$ cat src/hw/rtl/cds_pkg.sv
// Shared types, constants and calendar functions for the calendar date stepper.
// Used by the channel interfaces, the day step unit and the top level.
`default_nettype none

package cds_pkg;

    localparam int YEAR_W  = 14;
    localparam int MONTH_W = 4;
    localparam int DAY_W   = 5;
    localparam int CNT_W   = 16;

    localparam logic [YEAR_W-1:0] YEAR_MAX = 14'd9999;

    // Request kinds
    localparam logic [1:0] KIND_LOAD = 2'd0;
    localparam logic [1:0] KIND_NEXT = 2'd1;
    localparam logic [1:0] KIND_PREV = 2'd2;

    typedef struct packed {
        logic [YEAR_W-1:0]  year;
        logic [MONTH_W-1:0] month;
        logic [DAY_W-1:0]   day;
    } date_t;

    typedef struct packed {
        date_t date;
        logic  ok;
    } step_res_t;

    // Leap year: divisible by 4 and not by 100, or divisible by 400.
    // y/100 is found as (y/4)/25 through a reciprocal multiply (exact below 4096).
    function automatic logic is_leap(input logic [YEAR_W-1:0] y);
        logic [11:0] k;
        logic [22:0] prod;
        logic [7:0]  q;
        logic [12:0] q25;
        logic        d4;
        logic        d100;
        k    = y[13:2];
        prod = 23'(k) * 23'd1311;
        q    = prod[22:15];
        q25  = {1'b0, q, 4'b0} + {2'b0, q, 3'b0} + {5'b0, q};
        d4   = (y[1:0] == 2'b00);
        d100 = d4 && ({1'b0, k} == q25);
        return (d4 && !d100) || (d100 && (q[1:0] == 2'b00));
    endfunction

    // Month length, zero for a month code outside 1..12.
    function automatic logic [DAY_W-1:0] month_len(input logic [MONTH_W-1:0] m,
                                                   input logic leap);
        logic [DAY_W-1:0] len;
        unique case (m) inside
            4'd1, 4'd3, 4'd5, 4'd7, 4'd8, 4'd10, 4'd12: len = 5'd31;
            4'd4, 4'd6, 4'd9, 4'd11:                    len = 5'd30;
            4'd2:                                       len = leap ? 5'd29 : 5'd28;
            default:                                    len = 5'd0;
        endcase
        return len;
    endfunction

endpackage

`default_nettype wire

$ cat src/hw/rtl/cds_req_if.sv
// Request channel of the calendar date stepper: valid/ready plus load fields.
// Depends on cds_pkg for field widths.
`default_nettype none

interface cds_req_if;
    logic                        valid;
    logic                        ready;
    logic [1:0]                  kind;
    logic [cds_pkg::YEAR_W-1:0]  load_year;
    logic [6:0]                  load_month;
    logic [6:0]                  load_day;

    modport source (output valid, kind, load_year, load_month, load_day, input ready);
    modport sink   (input valid, kind, load_year, load_month, load_day, output ready);
endinterface

`default_nettype wire

$ cat src/hw/rtl/cds_rsp_if.sv
// Result channel of the calendar date stepper: valid/ready plus date fields.
// Depends on cds_pkg for field widths.
`default_nettype none

interface cds_rsp_if;
    logic                         valid;
    logic                         ready;
    logic [cds_pkg::YEAR_W-1:0]   year;
    logic [cds_pkg::MONTH_W-1:0]  month;
    logic [cds_pkg::DAY_W-1:0]    day;
    logic [cds_pkg::YEAR_W-1:0]   target_year;
    logic [cds_pkg::MONTH_W-1:0]  target_month;
    logic [cds_pkg::DAY_W-1:0]    target_day;
    logic                         target_valid;
    logic                         load_error;
    logic                         range_error;

    modport source (output valid, year, month, day, target_year, target_month,
                    target_day, target_valid, load_error, range_error,
                    input ready);
    modport sink   (input valid, year, month, day, target_year, target_month,
                    target_day, target_valid, load_error, range_error,
                    output ready);
endinterface

`default_nettype wire

$ cat src/hw/rtl/cds_step.sv
// Shared day step unit: moves a date one day forward or back, flags the range ends,
// and reports the length of the given month. Depends on cds_pkg.
`default_nettype none

module cds_step (
    input  wire cds_pkg::date_t                  date_in,
    input  wire                                  back,
    output cds_pkg::step_res_t                   res,
    output logic [cds_pkg::DAY_W-1:0]            mlen
);

    logic                       leap;
    logic [cds_pkg::DAY_W-1:0]  mlen_prev;
    logic [cds_pkg::MONTH_W-1:0] month_prev;

    assign leap       = cds_pkg::is_leap(date_in.year);
    assign mlen       = cds_pkg::month_len(date_in.month, leap);
    assign month_prev = date_in.month - 4'd1;
    assign mlen_prev  = cds_pkg::month_len(month_prev, leap);

    always_comb
    begin
        res.date = date_in;
        res.ok   = 1'b1;
        if (!back)
        begin
            if (date_in.day < mlen)
            begin
                res.date.day = date_in.day + 5'd1;
            end
            else if (date_in.month < 4'd12)
            begin
                res.date.month = date_in.month + 4'd1;
                res.date.day   = 5'd1;
            end
            else if (date_in.year >= cds_pkg::YEAR_MAX)
            begin
                res.ok = 1'b0;
            end
            else
            begin
                res.date.year  = date_in.year + 14'd1;
                res.date.month = 4'd1;
                res.date.day   = 5'd1;
            end
        end
        else
        begin
            if (date_in.day > 5'd1)
            begin
                res.date.day = date_in.day - 5'd1;
            end
            else if (date_in.month > 4'd1)
            begin
                res.date.month = month_prev;
                res.date.day   = mlen_prev;
            end
            else if (date_in.year == 14'd0)
            begin
                res.ok = 1'b0;
            end
            else
            begin
                res.date.year  = date_in.year - 14'd1;
                res.date.month = 4'd12;
                res.date.day   = 5'd31;
            end
        end
    end

endmodule

`default_nettype wire

$ cat src/hw/rtl/calendar_date_stepper.sv
// Calendar date stepper top level: sequencer around the shared day step unit.
// Depends on cds_pkg, cds_req_if, cds_rsp_if and cds_step.
`default_nettype none

// Keeps one Gregorian date (reset: Jan 1, 2000) and answers every request
// transaction with one result transaction. A request loads a date (checked for
// year, month and day, with Feb 29 only in leap years), steps the date one day
// forward or back, or (unused kind) leaves it alone. The result carries the new
// current date and a target date day_offset away: a positive offset walks
// offset-1 days ahead, a negative one walks |offset| days back, zero gives no
// target. A walk that would leave years 0..YEAR_MAX stops at the boundary date
// with target_valid low. Steps: S_APPLY applies the request, then S_WALK moves
// the target one day per cycle through the single shared step unit (walk length
// 0 to 32768), and S_DONE puts the result in the output register once it is free.
// The block takes one request at a time; it can accept the next request while the
// previous result still waits in the output register. The user writes day_offset
// through cfg_wr_en/cfg_wr_data while idle; the block itself does not enforce this.
module calendar_date_stepper (
    input  wire                  clk,
    input  wire                  rst_n,
    input  wire                  cfg_wr_en,
    input  wire [15:0]           cfg_wr_data,
    cds_req_if.sink              req,
    cds_rsp_if.source            rsp
);

    typedef enum logic [1:0] {
        S_IDLE,
        S_APPLY,
        S_WALK,
        S_DONE
    } state_t;

    state_t                         state_reg;
    logic [15:0]                    offset_reg;

    // Latched request
    logic [1:0]                     kind_reg;
    logic [cds_pkg::YEAR_W-1:0]     ly_reg;
    logic [6:0]                     lm_reg;
    logic [6:0]                     ld_reg;

    cds_pkg::date_t                 cur_reg;
    cds_pkg::date_t                 tgt_reg;
    logic [cds_pkg::CNT_W-1:0]      cnt_reg;
    logic                           back_reg;
    logic                           tvalid_reg;
    logic                           lerr_reg;
    logic                           rerr_reg;

    logic                           out_valid_reg;
    cds_pkg::date_t                 out_cur_reg;
    cds_pkg::date_t                 out_tgt_reg;
    logic                           out_tvalid_reg;
    logic                           out_lerr_reg;
    logic                           out_rerr_reg;

    // Shared step unit and its input select
    cds_pkg::date_t                 unit_in;
    logic                           unit_back;
    cds_pkg::step_res_t             unit_res;
    logic [cds_pkg::DAY_W-1:0]      unit_mlen;

    logic                           load_ok;
    cds_pkg::date_t                 cur_next;
    logic                           rerr_next;
    logic                           lerr_next;
    logic [cds_pkg::CNT_W-1:0]      cnt_next;

    cds_step u_step (
        .date_in (unit_in),
        .back    (unit_back),
        .res     (unit_res),
        .mlen    (unit_mlen)
    );

    assign req.ready = (state_reg == S_IDLE);

    // Feed the unit with the load date, the current date or the walking target
    always_comb
    begin
        if (state_reg == S_WALK)
        begin
            unit_in   = tgt_reg;
            unit_back = back_reg;
        end
        else if (kind_reg == cds_pkg::KIND_LOAD)
        begin
            unit_in.year  = ly_reg;
            unit_in.month = lm_reg[3:0];
            unit_in.day   = 5'd1;
            unit_back     = 1'b0;
        end
        else
        begin
            unit_in   = cur_reg;
            unit_back = (kind_reg == cds_pkg::KIND_PREV);
        end
    end

    // Apply the request to the current date
    always_comb
    begin
        load_ok = (ly_reg <= cds_pkg::YEAR_MAX) && (lm_reg >= 7'd1) && (lm_reg <= 7'd12)
                  && (ld_reg >= 7'd1) && (ld_reg <= {2'b00, unit_mlen});
        cur_next  = cur_reg;
        rerr_next = 1'b0;
        lerr_next = 1'b0;
        case (kind_reg) inside
            cds_pkg::KIND_LOAD:
            begin
                if (load_ok)
                begin
                    cur_next.year  = ly_reg;
                    cur_next.month = lm_reg[3:0];
                    cur_next.day   = ld_reg[4:0];
                end
                else
                begin
                    lerr_next = 1'b1;
                end
            end
            cds_pkg::KIND_NEXT, cds_pkg::KIND_PREV:
            begin
                cur_next  = unit_res.date;
                rerr_next = !unit_res.ok;
            end
            default:
            begin
                cur_next = cur_reg;
            end
        endcase

        // Walk length: |offset| going back, offset-1 going ahead, zero for none
        if (offset_reg == 16'd0)
        begin
            cnt_next = '0;
        end
        else if (offset_reg[15])
        begin
            cnt_next = (~offset_reg) + 16'd1;
        end
        else
        begin
            cnt_next = offset_reg - 16'd1;
        end
    end

    always_ff @(posedge clk or negedge rst_n)
    begin
        if (!rst_n)
        begin
            state_reg      <= S_IDLE;
            offset_reg     <= '0;
            kind_reg       <= cds_pkg::KIND_LOAD;
            ly_reg         <= '0;
            lm_reg         <= '0;
            ld_reg         <= '0;
            cur_reg.year   <= 14'd2000;
            cur_reg.month  <= 4'd1;
            cur_reg.day    <= 5'd1;
            tgt_reg        <= '0;
            cnt_reg        <= '0;
            back_reg       <= 1'b0;
            tvalid_reg     <= 1'b0;
            lerr_reg       <= 1'b0;
            rerr_reg       <= 1'b0;
            out_valid_reg  <= 1'b0;
            out_cur_reg    <= '0;
            out_tgt_reg    <= '0;
            out_tvalid_reg <= 1'b0;
            out_lerr_reg   <= 1'b0;
            out_rerr_reg   <= 1'b0;
        end
        else
        begin
            if (cfg_wr_en)
            begin
                offset_reg <= cfg_wr_data;
            end

            // Drop the result once the sink takes it, unless a new one replaces it
            if (out_valid_reg && rsp.ready && (state_reg != S_DONE))
            begin
                out_valid_reg <= 1'b0;
            end

            unique case (state_reg)
                S_IDLE:
                begin
                    if (req.valid)
                    begin
                        kind_reg  <= req.kind;
                        ly_reg    <= req.load_year;
                        lm_reg    <= req.load_month;
                        ld_reg    <= req.load_day;
                        state_reg <= S_APPLY;
                    end
                end
                S_APPLY:
                begin
                    cur_reg    <= cur_next;
                    tgt_reg    <= cur_next;
                    lerr_reg   <= lerr_next;
                    rerr_reg   <= rerr_next;
                    cnt_reg    <= cnt_next;
                    back_reg   <= offset_reg[15];
                    tvalid_reg <= (offset_reg != 16'd0);
                    state_reg  <= S_WALK;
                end
                S_WALK:
                begin
                    // Advance the target one day a cycle; stop when the count runs out or at a range end
                    if (cnt_reg == '0)
                    begin
                        state_reg <= S_DONE;
                    end
                    else if (!unit_res.ok)
                    begin
                        tvalid_reg <= 1'b0;
                        state_reg  <= S_DONE;
                    end
                    else
                    begin
                        tgt_reg <= unit_res.date;
                        cnt_reg <= cnt_reg - 16'd1;
                    end
                end
                S_DONE:
                begin
                    // Hold until the output register is free
                    if (!out_valid_reg || rsp.ready)
                    begin
                        out_valid_reg  <= 1'b1;
                        out_cur_reg    <= cur_reg;
                        out_tgt_reg    <= tgt_reg;
                        out_tvalid_reg <= tvalid_reg;
                        out_lerr_reg   <= lerr_reg;
                        out_rerr_reg   <= rerr_reg;
                        state_reg      <= S_IDLE;
                    end
                end
                default:
                begin
                    state_reg <= S_IDLE;
                end
            endcase
        end
    end

    assign rsp.valid        = out_valid_reg;
    assign rsp.year         = out_cur_reg.year;
    assign rsp.month        = out_cur_reg.month;
    assign rsp.day          = out_cur_reg.day;
    assign rsp.target_year  = out_tgt_reg.year;
    assign rsp.target_month = out_tgt_reg.month;
    assign rsp.target_day   = out_tgt_reg.day;
    assign rsp.target_valid = out_tvalid_reg;
    assign rsp.load_error   = out_lerr_reg;
    assign rsp.range_error  = out_rerr_reg;

endmodule

`default_nettype wire

$ cat src/flat_wrapper.sv
// flat-port wrapper written by rule: the top's interface ports become plain ports
module calendar_date_stepper_flat 
  (clk, rst_n, cfg_wr_en, cfg_wr_data, req_valid, req_kind, req_load_year, req_load_month, req_load_day, req_ready, rsp_valid, rsp_year, rsp_month, rsp_day, rsp_target_year, rsp_target_month, rsp_target_day, rsp_target_valid, rsp_load_error, rsp_range_error, rsp_ready);
  cds_req_if req_i ();
  cds_rsp_if rsp_i ();
  input  wire clk;
  input  wire rst_n;
  input  wire cfg_wr_en;
  input  wire [15:0] cfg_wr_data;
  input wire logic [$bits(req_i.valid)-1:0] req_valid;
  input wire logic [$bits(req_i.kind)-1:0] req_kind;
  input wire logic [$bits(req_i.load_year)-1:0] req_load_year;
  input wire logic [$bits(req_i.load_month)-1:0] req_load_month;
  input wire logic [$bits(req_i.load_day)-1:0] req_load_day;
  output wire logic [$bits(req_i.ready)-1:0] req_ready;
  output wire logic [$bits(rsp_i.valid)-1:0] rsp_valid;
  output wire logic [$bits(rsp_i.year)-1:0] rsp_year;
  output wire logic [$bits(rsp_i.month)-1:0] rsp_month;
  output wire logic [$bits(rsp_i.day)-1:0] rsp_day;
  output wire logic [$bits(rsp_i.target_year)-1:0] rsp_target_year;
  output wire logic [$bits(rsp_i.target_month)-1:0] rsp_target_month;
  output wire logic [$bits(rsp_i.target_day)-1:0] rsp_target_day;
  output wire logic [$bits(rsp_i.target_valid)-1:0] rsp_target_valid;
  output wire logic [$bits(rsp_i.load_error)-1:0] rsp_load_error;
  output wire logic [$bits(rsp_i.range_error)-1:0] rsp_range_error;
  input wire logic [$bits(rsp_i.ready)-1:0] rsp_ready;
  assign req_i.valid = req_valid;
  assign req_i.kind = req_kind;
  assign req_i.load_year = req_load_year;
  assign req_i.load_month = req_load_month;
  assign req_i.load_day = req_load_day;
  assign req_ready = req_i.ready;
  assign rsp_valid = rsp_i.valid;
  assign rsp_year = rsp_i.year;
  assign rsp_month = rsp_i.month;
  assign rsp_day = rsp_i.day;
  assign rsp_target_year = rsp_i.target_year;
  assign rsp_target_month = rsp_i.target_month;
  assign rsp_target_day = rsp_i.target_day;
  assign rsp_target_valid = rsp_i.target_valid;
  assign rsp_load_error = rsp_i.load_error;
  assign rsp_range_error = rsp_i.range_error;
  assign rsp_i.ready = rsp_ready;
  calendar_date_stepper u_core (.clk(clk), .rst_n(rst_n), .cfg_wr_en(cfg_wr_en), .cfg_wr_data(cfg_wr_data), .req(req_i), .rsp(rsp_i));
endmodule
$ cat config.mk
export PLATFORM = sky130hd
export DESIGN_NAME = calendar_date_stepper_flat
export DESIGN_NICKNAME = d
export VERILOG_FILES = /design/src/hw/rtl/cds_pkg.sv /design/src/hw/rtl/cds_req_if.sv /design/src/hw/rtl/cds_rsp_if.sv /design/src/hw/rtl/cds_step.sv /design/src/hw/rtl/calendar_date_stepper.sv /design/src/flat_wrapper.sv
export SDC_FILE = /design/constraint.sdc
export NUM_CORES = 1
export LEC_CHECK = 0
export BUFFER_PORTS_ARGS = -buffer_cell sky130_fd_sc_hd__buf_4
export CORE_MARGIN = 5
export CORE_UTILIZATION = 50
export CTS_BUF_LIST = sky130_fd_sc_hd__clkbuf_4 sky130_fd_sc_hd__clkbuf_8
export CTS_CLUSTER_DIAMETER = 50
export DETAILED_ROUTE_END_ITERATION = 8
export PLACE_DENSITY = 0.75
export SETUP_SLACK_MARGIN = 0.3
export SYNTH_ARGS = -nofsm -noshare
export SYNTH_HDL_FRONTEND = slang
export SYNTH_HIERARCHICAL = 1
export SYNTH_SLANG_ARGS = --single-unit
$ cat constraint.sdc
create_clock -name clk -period 27.6 [get_ports clk]
set_input_delay 2.76 -clock clk [delete_from_list [all_inputs] [get_ports clk]]
set_output_delay 2.76 -clock clk [all_outputs]
set_load 0.01 [all_outputs]
==> reports/metrics.cfg <==
[place]
hpwl_um=27200
gp_congestion=0.928
portBuffers=101
place_area_um2=15300

[floorplanning]
dieArea_um2=31900
die_x_um=178
die_y_um=178
io_pins=102
start_util_pct=50.8
rows=61
core_um2=27900

[synth]
synth_ff_type=dfrtp_1
synth_seq_cells=164
netlist_area_um2=14200
ys_async_sr_fraction_pct=100
ys_warn_count=6
synth-edff-count=0
netlist.area_leader.share_pct=27.5
synth.most_common_cell=dfrtp_1
syn_nets=1754
syn_inst=1510
syn_area_per_cell_um2=9.40
ys_top_cells_by_area=dfrtp_1 (28%), ha_1 (13%), mux2_2 (9.4%), fa_1 (6.6%), inv_1 (3.9%)
synth_top_area_cell=dfrtp_1
seq_area_frac_synth_pct=29.0
synth_common_cells=dfrtp_1 (156), inv_1 (149), ha_1 (146)
synth_cell_types=81

[global_route]
antenna_found_initial=0
met2_usage_pct=36.1
grt_overflow_total=0
grt-busiest-layer=met2
grt_pass1_wl_um=60100
grt.total_usage_pct=23.2
use_met3_pct=4.60
met1_usage_pct=33.1
grt_max_degree=85
grt_pass1_vias=11500

[setup_path]
worstPathArrival_ns=12.86
reg2reg_depth=44
crit_path_max_fanout=63
setup.worst_path.end_class=register
cpMostUsedCell=inv_1
max_stage_delay_ns=0.73
crit_path_top_delay_cell=a21oi_4
worstReg2RegEnd=u_core/cnt_reg[8]
required_ns=27.97
critPathKind=reg2reg
critPathLaunch=u_core/kind_reg[0]
r2r_slack_ns=15.10
critPathLaunchType=register
reg2reg_from=u_core/kind_reg[0]
endpoint=u_core/cnt_reg[8]

[cts]
h-tree-depth=4
numCtsBuffers=17
clk_latency_ns=0.49
clk_path_buf_depth=2
cts.sinks=164
postCtsHoldBufs=0
root_buffer=clkbuf_8
cts_tree=yes
cts_setup_buffers=0
ctsResizeCount=0
clkTransAtPathRegs_ns=0.12

[finish]
drive_gt1_share_pct=20.7
final_area_um2=15800
nets=1825
nFillCells=2481
fin_util_pct=56.4
area_growth_pct=11.0
antennaDiodeCount=0

[sta]
grt_setup_unrepaired=no
hold-worst-slack_ns=0.506
final.period_utilization_pct=45.3
tightest_slew_ns=1.16
relSlewSlack_pct=22.3
finalHoldViolations=0
setup_violations=0
min_period_ns=12.50
slew_violations=0
fin_tns_setup_ns=0
max_freq_mhz=80.0
fin_worst_skew_ns=0.0249

[route]
wl_um=36900
routedWlPerCell_um=18.7
ant_nets=0
vias_per_cell=6.03
vias=11900
drc=0
firstDrtPassIters=6
drt_iter0_markers=1229

[worst_hold_path]
hold_class=reg2reg

[status]
status=complete, no violations

[run]
drv_cap=0

-- through the flow --
| stage | instances | setup slack, ns |
|---|---|---|
| floorplan | 1510 | 16.50 |
| global placement | 1940 | 15.79 |
| detailed placement | 1940 | 15.34 |
| CTS | 1972 | 15.25 |
| global route | 1972 | 14.25 |
| finish | 1972 | 15.10 |
-- logic make-up after synthesis --
| group | after synthesis | synth area share, % |
|---|---|---|
| compound gates | 405 | 18.9 |
| xor+xnor | 61 | 3.76 |
| fa+ha+maj | 193 | 19.5 |
| buf+inv | 228 | 6.37 |
| flops | 164 | 29.0 |
| mux | 146 | 11.3 |
| simple gates | 313 | 11.2 |
-- cell usage in the layout (no fill, tap or decap), types with 8 or more instances in the layout --
cell / synthesis / routed
ha_1: 146 / 144
dfrtp_1: 156 / 156
and3_1: 18 / 18
xnor2_1: 44 / 44
xor2_1: 17 / 17
o22ai_1: 66 / 66
o21ai_1: 7 / 9
nand4_1: 11 / 11
and2_1: 11 / 10
a21o_1: 9 / 9
nor4_1: 8 / 8
a31oi_1: 11 / 11
a211oi_1: 13 / 13
fa_1: 47 / 47
o211ai_1: 12 / 12
a211oi_2: 17 / 17
mux2_2: 119 / 119
nand2_1: 84 / 83
nor3_1: 27 / 27
o21a_1: 8 / 8
clkbuf_8: 0 / 17
mux2i_1: 27 / 27
nand3_1: 22 / 22
a21oi_1: 90 / 90
a21boi_0: 21 / 21
clkinv_8: 0 / 8
buf_4: 4 / 128
nor2_1: 84 / 84
inv_1: 149 / 149
o21ai_0: 89 / 87
dfstp_2: 8 / 8
-- per-layer routing --
layer  part of all wire (%)  vias up
li1                       -     5555
met1                     45     5750
met2                     45      518
met3                    7.8       72
met4                    2.4        0
met5                      0        -
-- layout make-up --
| class | count | area (um2) | area share (%) |
|---|---|---|---|
| Multi-Input combinational cell | 1118 | 9190 | 58.3 |
| Sequential cell | 164 | 4110 | 26.1 |
| Timing Repair Buffer | 129 | 972 | 6.17 |
| Inverter | 151 | 567 | 3.60 |
| Tap cell | 378 | 473 | 3.00 |
| Clock buffer | 17 | 234 | 1.49 |
| Clock inverter | 15 | 201 | 1.28 |
-- critical path, delay by kind of cell, from the launching register on --
family          cells  cell delay (ns)
compound gates     20             5.61
mux                 1             0.24
simple gates        2             0.74
fa+ha+maj           9             3.35
xor+xnor            1             0.14
flops               1             0.40
buf+inv            11             1.84
-- how the worst min path moves through the flow --
stage                            startpoint                end  slack (ns)  depth (start not counted)
after global placement    u_core/tvalid_reg  u_core/tvalid_reg        0.47                          1
after floorplan           u_core/tvalid_reg  u_core/tvalid_reg        0.45                          1
after detailed placement  u_core/tvalid_reg  u_core/tvalid_reg        0.47                          1
after global routing      u_core/tvalid_reg  u_core/tvalid_reg        0.52                          1
final                     u_core/tvalid_reg  u_core/tvalid_reg        0.51                          1
after CTS                 u_core/tvalid_reg  u_core/tvalid_reg        0.51                          1
Power is left out: the tool's default activity adds up to more than one toggle a clock period on the data nets, which glitch-free logic cannot reach.
